===== src/hdl/line_sensor_centroid_core_defines.svh =====
// Assertion macros shared by the line sensor centroid RTL.
// Each check is sampled on the rising edge of clock and is ignored while reset is high.
`ifndef LINE_SENSOR_CENTROID_CORE_DEFINES_SVH
`define LINE_SENSOR_CENTROID_CORE_DEFINES_SVH
`ifndef NO_ASSERTIONS
`define LSC_ASSERT_IMP(lbl, ante, cons) \
   lbl: assert property (@(posedge clock) disable iff (reset) (ante) |-> (cons)) \
      else $error("assertion failed (same cycle)");
`define LSC_ASSERT_NEXT(lbl, ante, cons) \
   lbl: assert property (@(posedge clock) disable iff (reset) (ante) |=> (cons)) \
      else $error("assertion failed (next cycle)");
`else
`define LSC_ASSERT_IMP(lbl, ante, cons)
`define LSC_ASSERT_NEXT(lbl, ante, cons)
`endif
`endif


===== src/hdl/lsc_pkg.sv =====
package lsc_pkg;

   localparam int SENSOR_NUM_DEF = 16;
   localparam int ADC_BITS_DEF   = 12;

   localparam int DIV_NUM_W = 28;
   localparam int DIV_DEN_W = 14;

   localparam logic [1:0] OP_SAMPLE   = 2'd0;
   localparam logic [1:0] OP_WHITE    = 2'd1;
   localparam logic [1:0] OP_BLACK    = 2'd2;
   localparam logic [1:0] OP_RESERVED = 2'd3;

   localparam logic [1:0] CSR_MIN_CAL_RANGE    = 2'd0;
   localparam logic [1:0] CSR_INVERT_POLARITY  = 2'd1;
   localparam logic [1:0] CSR_ACTIVE_THRESHOLD = 2'd2;
   localparam logic [1:0] CSR_MIN_STRENGTH_SUM = 2'd3;

   typedef struct packed {
      logic [1:0]  operation;
      logic [3:0]  sensor_index;
      logic [11:0] sample_value;
      logic        last_of_scan;
   } lsc_req_type;

   typedef struct packed {
      logic signed [13:0] line_position;
      logic [4:0]         active_count;
      logic [13:0]        total_strength;
      logic               line_found;
      logic               cal_locked;
   } lsc_rsp_type;

   typedef struct packed {
      logic busy;
      logic done;
   } lsc_div_stat_type;

   // sensor weight: -7500 + 1000 * index
   function automatic logic signed [14:0] weight_of(input logic [3:0] idx);
      logic [14:0] w;
      w = 15'(idx) * 15'd1000 - 15'd7500;
      return signed'(w);
   endfunction

endpackage


===== src/hdl/lsc_div.sv =====
module lsc_div
   import lsc_pkg::*;
(
   input  logic                 clock,
   input  logic                 reset,
   input  logic                 start,
   input  logic [DIV_NUM_W-1:0] num,
   input  logic [DIV_DEN_W-1:0] den,
   output logic [DIV_NUM_W-1:0] quot,
   output lsc_div_stat_type     stat
);

   localparam int CNT_W = $clog2(DIV_NUM_W + 1);

   logic [DIV_NUM_W-1:0] quot_ff, quot_in;
   logic [DIV_DEN_W-1:0] rem_ff, rem_in;
   logic [DIV_DEN_W-1:0] den_ff, den_in;
   logic [CNT_W-1:0]     cnt_ff, cnt_in;
   logic                 busy_ff, busy_in;
   logic                 done_ff, done_in;
   logic [DIV_DEN_W:0]   shifted;
   logic                 fits;

   // one quotient bit per cycle, restoring
   always_comb begin
      shifted = {rem_ff, quot_ff[DIV_NUM_W-1]};
      fits    = (shifted >= {1'b0, den_ff});
      quot_in = quot_ff;
      rem_in  = rem_ff;
      den_in  = den_ff;
      cnt_in  = cnt_ff;
      busy_in = busy_ff;
      done_in = 1'b0;
      if (start) begin
         quot_in = num;
         rem_in  = '0;
         den_in  = den;
         cnt_in  = CNT_W'(DIV_NUM_W);
         busy_in = 1'b1;
      end else if (busy_ff) begin
         quot_in = {quot_ff[DIV_NUM_W-2:0], fits};
         rem_in  = fits ? DIV_DEN_W'(shifted - {1'b0, den_ff}) : DIV_DEN_W'(shifted);
         cnt_in  = cnt_ff - CNT_W'(1);
         if (cnt_ff == CNT_W'(1)) begin
            busy_in = 1'b0;
            done_in = 1'b1;
         end
      end
   end

   always_ff @(posedge clock) begin
      quot_ff <= quot_in;
      rem_ff  <= rem_in;
      den_ff  <= den_in;
      if (reset) begin
         cnt_ff  <= '0;
         busy_ff <= 1'b0;
         done_ff <= 1'b0;
      end else begin
         cnt_ff  <= cnt_in;
         busy_ff <= busy_in;
         done_ff <= done_in;
      end
   end

   assign quot      = quot_ff;
   assign stat.busy = busy_ff;
   assign stat.done = done_ff;

endmodule


===== src/hdl/line_sensor_centroid_core.sv =====
// Loads are applied straight from idle. A sample runs a bit-serial normalization divide,
// then hand-off, multiply and accumulate; a sensor with no usable span, or a sample below
// its black level, skips the divide. A last sample adds a second divide for the centroid;
// with too little strength it skips that divide, and an unlocked one goes straight to finish.
// One request at a time; a finished response waits in its own register and holds the next.
// Synchronous active-high reset clears calibration, lock, accumulators, held position.
`include "line_sensor_centroid_core_defines.svh"

module line_sensor_centroid_core
   import lsc_pkg::*;
#(
   parameter int SENSOR_NUM = SENSOR_NUM_DEF,
   parameter int ADC_BITS   = ADC_BITS_DEF
) (
   input  logic        clock,
   input  logic        reset,
   input  logic        req_valid,
   output logic        req_stall,
   input  lsc_req_type req_data,
   output logic        rsp_valid,
   input  logic        rsp_stall,
   output lsc_rsp_type rsp_data,
   input  logic        csr_write_enable,
   input  logic [1:0]  csr_index,
   input  logic [13:0] csr_data
);

   localparam int IDX_W = $clog2(SENSOR_NUM);
   localparam logic [11:0] VAL_MASK =
      (ADC_BITS >= 12) ? 12'hFFF : 12'((1 << ADC_BITS) - 1);

   // sequencer states
   localparam logic [2:0] S_IDLE = 3'd0;
   localparam logic [2:0] S_DIV1 = 3'd1;
   localparam logic [2:0] S_MUL  = 3'd2;
   localparam logic [2:0] S_ACC  = 3'd3;
   localparam logic [2:0] S_POS  = 3'd4;
   localparam logic [2:0] S_DIV2 = 3'd5;
   localparam logic [2:0] S_FIN  = 3'd6;

   logic [2:0]  state_ff, state_in;

   // configuration registers
   logic [11:0] min_cal_range_ff, min_cal_range_in;
   logic        invert_ff, invert_in;
   logic [9:0]  active_thr_ff, active_thr_in;
   logic [13:0] min_sum_ff, min_sum_in;

   // calibration
   logic [11:0]           white_ff [SENSOR_NUM];
   logic [11:0]           white_in [SENSOR_NUM];
   logic [11:0]           black_ff [SENSOR_NUM];
   logic [11:0]           black_in [SENSOR_NUM];
   logic [SENSOR_NUM-1:0] valid_ff, valid_in;
   logic                  locked_ff, locked_in;

   // scan working state
   logic [3:0]         idx_ff, idx_in;
   logic               last_ff, last_in;
   logic [9:0]         s_ff, s_in;
   logic signed [25:0] prod_ff, prod_in;
   logic signed [27:0] weighted_ff, weighted_in;
   logic [13:0]        strength_ff, strength_in;
   logic [4:0]         active_ff, active_in;
   logic signed [13:0] held_ff, held_in;
   logic               neg_ff, neg_in;

   logic        rsp_valid_ff, rsp_valid_in;
   lsc_rsp_type rsp_data_ff, rsp_data_in;

   // divider hookup
   logic                 div_start;
   logic [DIV_NUM_W-1:0] div_num;
   logic [DIV_DEN_W-1:0] div_den;
   logic [DIV_NUM_W-1:0] div_quot;
   lsc_div_stat_type     div_stat;

   // combinational helpers
   logic               accept;
   logic [11:0]        raw;
   logic               in_range;
   logic [IDX_W-1:0]   addr;
   logic [11:0]        cur_w, cur_b, new_w, new_b;
   logic [12:0]        cal_diff;
   logic               sensor_ok;
   logic [11:0]        diff;
   logic [21:0]        scaled;
   logic [9:0]         qc;
   logic [9:0]         sz;
   logic [14:0]        ssum;
   logic signed [28:0] wsum;
   logic [13:0]        pos_mag;

   lsc_div u_div (
      .clock (clock),
      .reset (reset),
      .start (div_start),
      .num   (div_num),
      .den   (div_den),
      .quot  (div_quot),
      .stat  (div_stat)
   );

   assign req_stall = (state_ff != S_IDLE);
   assign accept    = req_valid && !req_stall;
   assign raw       = req_data.sample_value & VAL_MASK;
   assign in_range  = (32'(req_data.sensor_index) < SENSOR_NUM);
   assign addr      = IDX_W'(req_data.sensor_index);
   assign cur_w     = white_ff[addr];
   assign cur_b     = black_ff[addr];
   assign diff      = raw - cur_b;
   // times 1000 as 1024 - 16 - 8
   assign scaled    = (22'(diff) << 10) - (22'(diff) << 4) - (22'(diff) << 3);

   always_comb begin
      state_in         = state_ff;
      min_cal_range_in = min_cal_range_ff;
      invert_in        = invert_ff;
      active_thr_in    = active_thr_ff;
      min_sum_in       = min_sum_ff;
      white_in         = white_ff;
      black_in         = black_ff;
      valid_in         = valid_ff;
      locked_in        = locked_ff;
      idx_in           = idx_ff;
      last_in          = last_ff;
      s_in             = s_ff;
      prod_in          = prod_ff;
      weighted_in      = weighted_ff;
      strength_in      = strength_ff;
      active_in        = active_ff;
      held_in          = held_ff;
      neg_in           = neg_ff;
      rsp_data_in      = rsp_data_ff;
      rsp_valid_in     = rsp_valid_ff && rsp_stall;
      div_start        = 1'b0;
      div_num          = DIV_NUM_W'(scaled);
      div_den          = DIV_DEN_W'(cur_w - cur_b);
      new_w            = (req_data.operation == OP_WHITE) ? raw : cur_w;
      new_b            = (req_data.operation == OP_BLACK) ? raw : cur_b;
      cal_diff         = {1'b0, new_w} - {1'b0, new_b};
      sensor_ok        = in_range && valid_ff[addr];
      qc               = (div_quot > DIV_NUM_W'(1000)) ? 10'd1000 : div_quot[9:0];
      sz               = (s_ff < 10'd80) ? 10'd0 : s_ff;
      ssum             = {1'b0, strength_ff} + {5'd0, sz};
      wsum             = 29'(weighted_ff) + 29'(prod_ff);
      pos_mag          = (div_quot > DIV_NUM_W'(7500)) ? 14'd7500 : div_quot[13:0];

      // configuration writes must arrive only while idle; the block itself leaves this unchecked
      if (csr_write_enable) begin
         case (csr_index)
            CSR_MIN_CAL_RANGE:    min_cal_range_in = csr_data[11:0];
            CSR_INVERT_POLARITY:  invert_in        = csr_data[0];
            CSR_ACTIVE_THRESHOLD: active_thr_in    = csr_data[9:0];
            CSR_MIN_STRENGTH_SUM: min_sum_in       = csr_data;
            default: ;
         endcase
      end

      case (state_ff)
         S_IDLE: begin
            if (accept) begin
               if ((req_data.operation == OP_WHITE || req_data.operation == OP_BLACK)
                   && !locked_ff) begin
                  // store the value, recheck this sensor's span, then the lock
                  if (in_range) begin
                     white_in[addr] = new_w;
                     black_in[addr] = new_b;
                     valid_in[addr] = !cal_diff[12] && (cal_diff[11:0] >= min_cal_range_ff);
                  end
                  if (req_data.last_of_scan && (&valid_in)) begin
                     locked_in = 1'b1;
                  end
               end else if (req_data.operation == OP_SAMPLE) begin
                  idx_in  = req_data.sensor_index;
                  last_in = req_data.last_of_scan;
                  if (locked_ff) begin
                     if (!sensor_ok || (cur_w <= cur_b)) begin
                        s_in     = 10'd0;
                        state_in = S_MUL;
                     end else if (raw < cur_b) begin
                        s_in     = invert_ff ? 10'd1000 : 10'd0;
                        state_in = S_MUL;
                     end else begin
                        div_start = 1'b1;
                        state_in  = S_DIV1;
                     end
                  end else if (req_data.last_of_scan) begin
                     state_in = S_FIN;
                  end
               end
            end
         end
         S_DIV1: begin
            if (div_stat.done) begin
               s_in     = invert_ff ? 10'd1000 - qc : qc;
               state_in = S_MUL;
            end
         end
         S_MUL: begin
            if (s_ff >= active_thr_ff && active_ff != 5'd31) begin
               active_in = active_ff + 5'd1;
            end
            strength_in = ssum[14] ? 14'd16383 : ssum[13:0];
            prod_in     = weight_of(idx_ff) * signed'({1'b0, sz});
            state_in    = S_ACC;
         end
         S_ACC: begin
            if (wsum > 29'sd134217727) begin
               weighted_in = 28'sd134217727;
            end else if (wsum < -29'sd134217728) begin
               weighted_in = -28'sd134217728;
            end else begin
               weighted_in = 28'(wsum);
            end
            state_in = last_ff ? S_POS : S_IDLE;
         end
         S_POS: begin
            if (strength_ff >= min_sum_ff && strength_ff != 14'd0) begin
               neg_in    = weighted_ff[27];
               div_num   = weighted_ff[27] ? 28'(-weighted_ff) : 28'(weighted_ff);
               div_den   = strength_ff;
               div_start = 1'b1;
               state_in  = S_DIV2;
            end else begin
               state_in = S_FIN;
            end
         end
         S_DIV2: begin
            if (div_stat.done) begin
               held_in  = neg_ff ? -signed'(pos_mag) : signed'(pos_mag);
               state_in = S_FIN;
            end
         end
         S_FIN: begin
            // hold until the response register is free, then clear the scan
            if (!rsp_valid_ff || !rsp_stall) begin
               rsp_data_in.line_position  = held_ff;
               rsp_data_in.active_count   = active_ff;
               rsp_data_in.total_strength = strength_ff;
               rsp_data_in.line_found     = locked_ff && (strength_ff >= min_sum_ff);
               rsp_data_in.cal_locked     = locked_ff;
               rsp_valid_in               = 1'b1;
               weighted_in                = '0;
               strength_in                = '0;
               active_in                  = '0;
               state_in                   = S_IDLE;
            end
         end
         default: state_in = S_IDLE;
      endcase
   end

   always_ff @(posedge clock) begin
      idx_ff      <= idx_in;
      last_ff     <= last_in;
      s_ff        <= s_in;
      prod_ff     <= prod_in;
      neg_ff      <= neg_in;
      rsp_data_ff <= rsp_data_in;
      if (reset) begin
         state_ff         <= S_IDLE;
         min_cal_range_ff <= 12'd200;
         invert_ff        <= 1'b1;
         active_thr_ff    <= 10'd500;
         min_sum_ff       <= 14'd1000;
         for (int i = 0; i < SENSOR_NUM; i++) begin
            white_ff[i] <= '0;
            black_ff[i] <= '0;
         end
         valid_ff     <= '0;
         locked_ff    <= 1'b0;
         weighted_ff  <= '0;
         strength_ff  <= '0;
         active_ff    <= '0;
         held_ff      <= '0;
         rsp_valid_ff <= 1'b0;
      end else begin
         state_ff         <= state_in;
         min_cal_range_ff <= min_cal_range_in;
         invert_ff        <= invert_in;
         active_thr_ff    <= active_thr_in;
         min_sum_ff       <= min_sum_in;
         white_ff         <= white_in;
         black_ff         <= black_in;
         valid_ff         <= valid_in;
         locked_ff        <= locked_in;
         weighted_ff      <= weighted_in;
         strength_ff      <= strength_in;
         active_ff        <= active_in;
         held_ff          <= held_in;
         rsp_valid_ff     <= rsp_valid_in;
      end
   end

   assign rsp_valid = rsp_valid_ff;
   assign rsp_data  = rsp_data_ff;

   // an unlocked response carries no scan totals
   `LSC_ASSERT_IMP(a_unlocked_empty, rsp_valid_ff && !rsp_data_ff.cal_locked, rsp_data_ff.active_count == 5'd0 && rsp_data_ff.total_strength == 14'd0 && !rsp_data_ff.line_found)
   // the lock never drops outside reset
   `LSC_ASSERT_NEXT(a_lock_sticks, locked_ff, locked_ff)
   // the divider runs only while the sequencer waits on it
   `LSC_ASSERT_IMP(a_div_in_wait, div_stat.busy, state_ff == S_DIV1 || state_ff == S_DIV2)
   // the reported position stays inside the end sensor weights
   `LSC_ASSERT_IMP(a_pos_range, rsp_valid_ff, rsp_data_ff.line_position >= -14'sd7500 && rsp_data_ff.line_position <= 14'sd7500)

endmodule

===== config.mk =====
export PLATFORM = sky130hd
export DESIGN_NAME = line_sensor_centroid_core
export DESIGN_NICKNAME = d
export VERILOG_FILES = /design/src/hdl/lsc_pkg.sv /design/src/hdl/lsc_div.sv /design/src/hdl/line_sensor_centroid_core.sv
export VERILOG_INCLUDE_DIRS = /design/src /design/src/hdl
export SDC_FILE = /design/constraint.sdc
export NUM_CORES = 2
export LEC_CHECK = 0
export BUFFER_PORTS_ARGS = -buffer_cell sky130_fd_sc_hd__buf_2
export CORE_ASPECT_RATIO = 1.25
export CORE_MARGIN = 2
export CORE_UTILIZATION = 58
export DETAILED_ROUTE_END_ITERATION = 8
export PLACE_DENSITY_LB_ADDON = 0.3
export RECOVER_POWER = 25
export SYNTH_ARGS = -nofsm -noshare
export SYNTH_HDL_FRONTEND = slang
export SYNTH_HIERARCHICAL = 1
export SYNTH_SLANG_ARGS = --single-unit

===== constraint.sdc =====
create_clock -name clock -period 7.3 [get_ports clock]
set_input_delay 0 -clock clock [delete_from_list [all_inputs] [get_ports clock]]
set_output_delay 0 -clock clock [all_outputs]
set_load 0.01 [all_outputs]

==> results.yml <==
critical_path:
  slowest_delay_ns: 0.54
  cp.arrival_ns: 7.91
  crit_required_ns: 7.66
  end_kind: "flip-flop"
  criticalPathCategory: "flip-flop to flip-flop"
  path_common_cell: "fa_1"
  r2r_cells: 31
  crit_path_top_delay_cell: "fa_1"
  startpoint_type: "flip-flop"
  path_max_fanout: 6
routing:
  avgViaCountPerCell: 6.09
  drt_wl_total_um: 108000
  postRouteAntennaNets: 0
  drcViolationCount: 0
  vias: 31300
  drt-initial-drc-count: 2272
  drtPass1Iterations: 5
  detail_route.wl_per_cell_um: 21.0
timing:
  rsz0062_at_grt: "yes"
  period_minus_slack_ns: 7.55
  skew_ns: 0.0231
  finalSetupViolCount: 8
  maxSlewHeadroom_pct: -314
  final_hold_viol_count: 0
  tightest_slew_ns: 6.21
  slew_violations: 422
  setup_ws_ns: -0.246
  period_share_pct: 103
  fmax_mhz: 133
global_route:
  grt_overflow: 0
  grt_max_degree: 135
  grt_util_all_layers_pct: 30.9
  grt_pass1_vias: 31200
  antenna_found_initial: 4
  grt_pass1_wl_um: 170000
yosys:
  syn-cell-area_um2: 39000
  ys_warn_count: 6
  syn-instance-count: 4144
  syn_nets: 4550
  syn_avg_cell_area_um2: 9.42
clocking:
  cts_made_buffers: 68
  cts_tree: "built"
  path_clk_slew_ns: 0.06
  cts-root-buf: "clkbuf_16"
  cts_sinks: 640
  clock_latency_ns: 0.64
  cts_htree_levels: 3
  clock_path_buffers: 3
floorplan:
  die-width_um: 236
  start_util_pct: 58.5
  core_region_area_um2: 66700
  io_pins: 77
  die-area_um2: 69400
  fp-row-count: 106
  die_h_um: 294
run:
  cap_violations: 7
finish:
  post-route-util_pct: 65.9
  nets: 4626
  area_growth_pct: 12.6
  fillers: 5368
  layout-drive-gt1-share_pct: 14.2
pwr:
  power.density_nw_per_um2: 454
  peakVddDrop_mv: 0.898
  fin_total_pwr_w: 0.0200
  p_leak_nw: 16.7
placed_design:
  dpl.hpwl_um: 74700
  port_buffers: 76
  gp_congestion: 0.917
  pre_cts_slack_ns: -0.353
min_path:
  hold_class: "primary input to flip-flop"
  hold_depth: 3
run_status:
  violations: "max-capacitance violations, max-slew violations, negative setup slack"
  status: "complete, but fails checks"
critical path: cells and delay by family, from the launching register on:
kind                     cells  cell delay, ns
buffers and inverters        4            0.27
adder cells (fa/ha/maj)      9            3.86
XOR/XNOR                     3            0.50
flip-flops                   1            0.47
AND/OR/NAND/NOR              3            0.29
AO/OA/AOI/OAI               12            1.91
stage by stage:
step / setup TNS (ns) / hold slack, ns / cell area (µm²) / instances
5_1_grt: -5.20 / 0.0345 / 43900 / 5135
4_1_cts: -0.752 / 0.000487 / 43800 / 5125
6_report: -1.54 / 0.0372 / 43900 / 5135
2_1_floorplan: -0.134 / 0.0724 / 39300 / 4144
3_5_place_dp: -1.45 / 0.254 / 40900 / 4959
3_3_place_gp: -0.594 / 0.254 / 40900 / 4959
cells in the final DEF, fill, tap and decap left out, types with 13 or more instances in the layout:
cell,n
a211oi_1,407
a21o_1,47
a21oi_1,166
a311oi_1,13
a31oi_1,45
and2_1,49
and3_1,20
buf_2,34
buf_4,157
clkbuf_1,60
clkbuf_16,71
dfxtp_1,523
dlygate4sd3_1,28
edfxtp_1,117
fa_1,132
ha_1,218
inv_1,298
mux2_2,32
mux2i_1,28
mux4_2,125
nand2_1,270
nand2b_1,52
nand3_1,74
nand4_1,23
nor2_1,552
nor2b_1,30
nor3_1,30
o211ai_1,13
o21a_1,25
o21ai_0,106
o21ai_1,17
o21bai_1,17
o31ai_1,15
or3_1,15
xnor2_1,101
xor2_1,49
metal layers:
metal / track usage, % / routed length [µm] / vias up / part of all wire, %
met5: 0 / 41 / - / 0.038
met4: 19.6 / 7400 / 6 / 6.9
met3: 4.53 / 6470 / 351 / 6.0
met2: 53.5 / 52400 / 1043 / 49
met1: 36.1 / 41300 / 15000 / 38
li1: - / - / 14900 / -
final cells by class:
cell class | count | area, µm² | share of cell area (%)
flip-flops and latches | 640 | 14000 | 31.8
clock inverters | 26 | 339 | 0.772
diodes | 1 | 2.50 | 0.00570
clock buffers | 94 | 1950 | 4.45
well taps | 864 | 1080 | 2.46
multi-input cells | 2921 | 23500 | 53.4
inverters | 309 | 1160 | 2.65
repair buffers | 280 | 1950 | 4.45
path summary, 6_finish.rpt:
path	startpoint	to	slack, ns
max	idx_ff[1]	prod_ff[24]	-0.25
min	req_valid	last_ff	0.04
max reg2reg	idx_ff[1]	prod_ff[24]	-0.25
min reg2reg	held_ff[0]	rsp_data[21]	0.44
report_power, final:
part	internal, W	switching (W)	leakage [nW]
sequential	0.00421	0.000306	5.31
clock	0.00202	0.00153	1.12
combinational	0.00586	0.00603	10.3
total	0.0121	0.00787	16.7
sequential cells by signal, indices dropped and copies added, names as in the netlist, 3 cells and up:
register / count
active_ff: 5
active_thr_ff: 10
black_ff: 192
held_ff: 14
idx_ff: 4
min_cal_range_ff: 12
min_sum_ff: 14
prod_ff: 24
rsp_data: 35
s_ff: 10
state_ff: 3
strength_ff: 14
u_div/cnt_ff: 5
u_div/den_ff: 14
u_div/quot: 28
u_div/rem_ff: 14
valid_ff: 16
weighted_ff: 27
white_ff: 192
repair_timing:
action,in CTS,in global routing
resized for setup,27,33
hold endpoints to repair,72,0
setup endpoints to repair,6,11
pin swaps,28,8
hold buffers,28,0
setup buffers,18,9
Note: power is estimated with default switching activity, not from simulation.
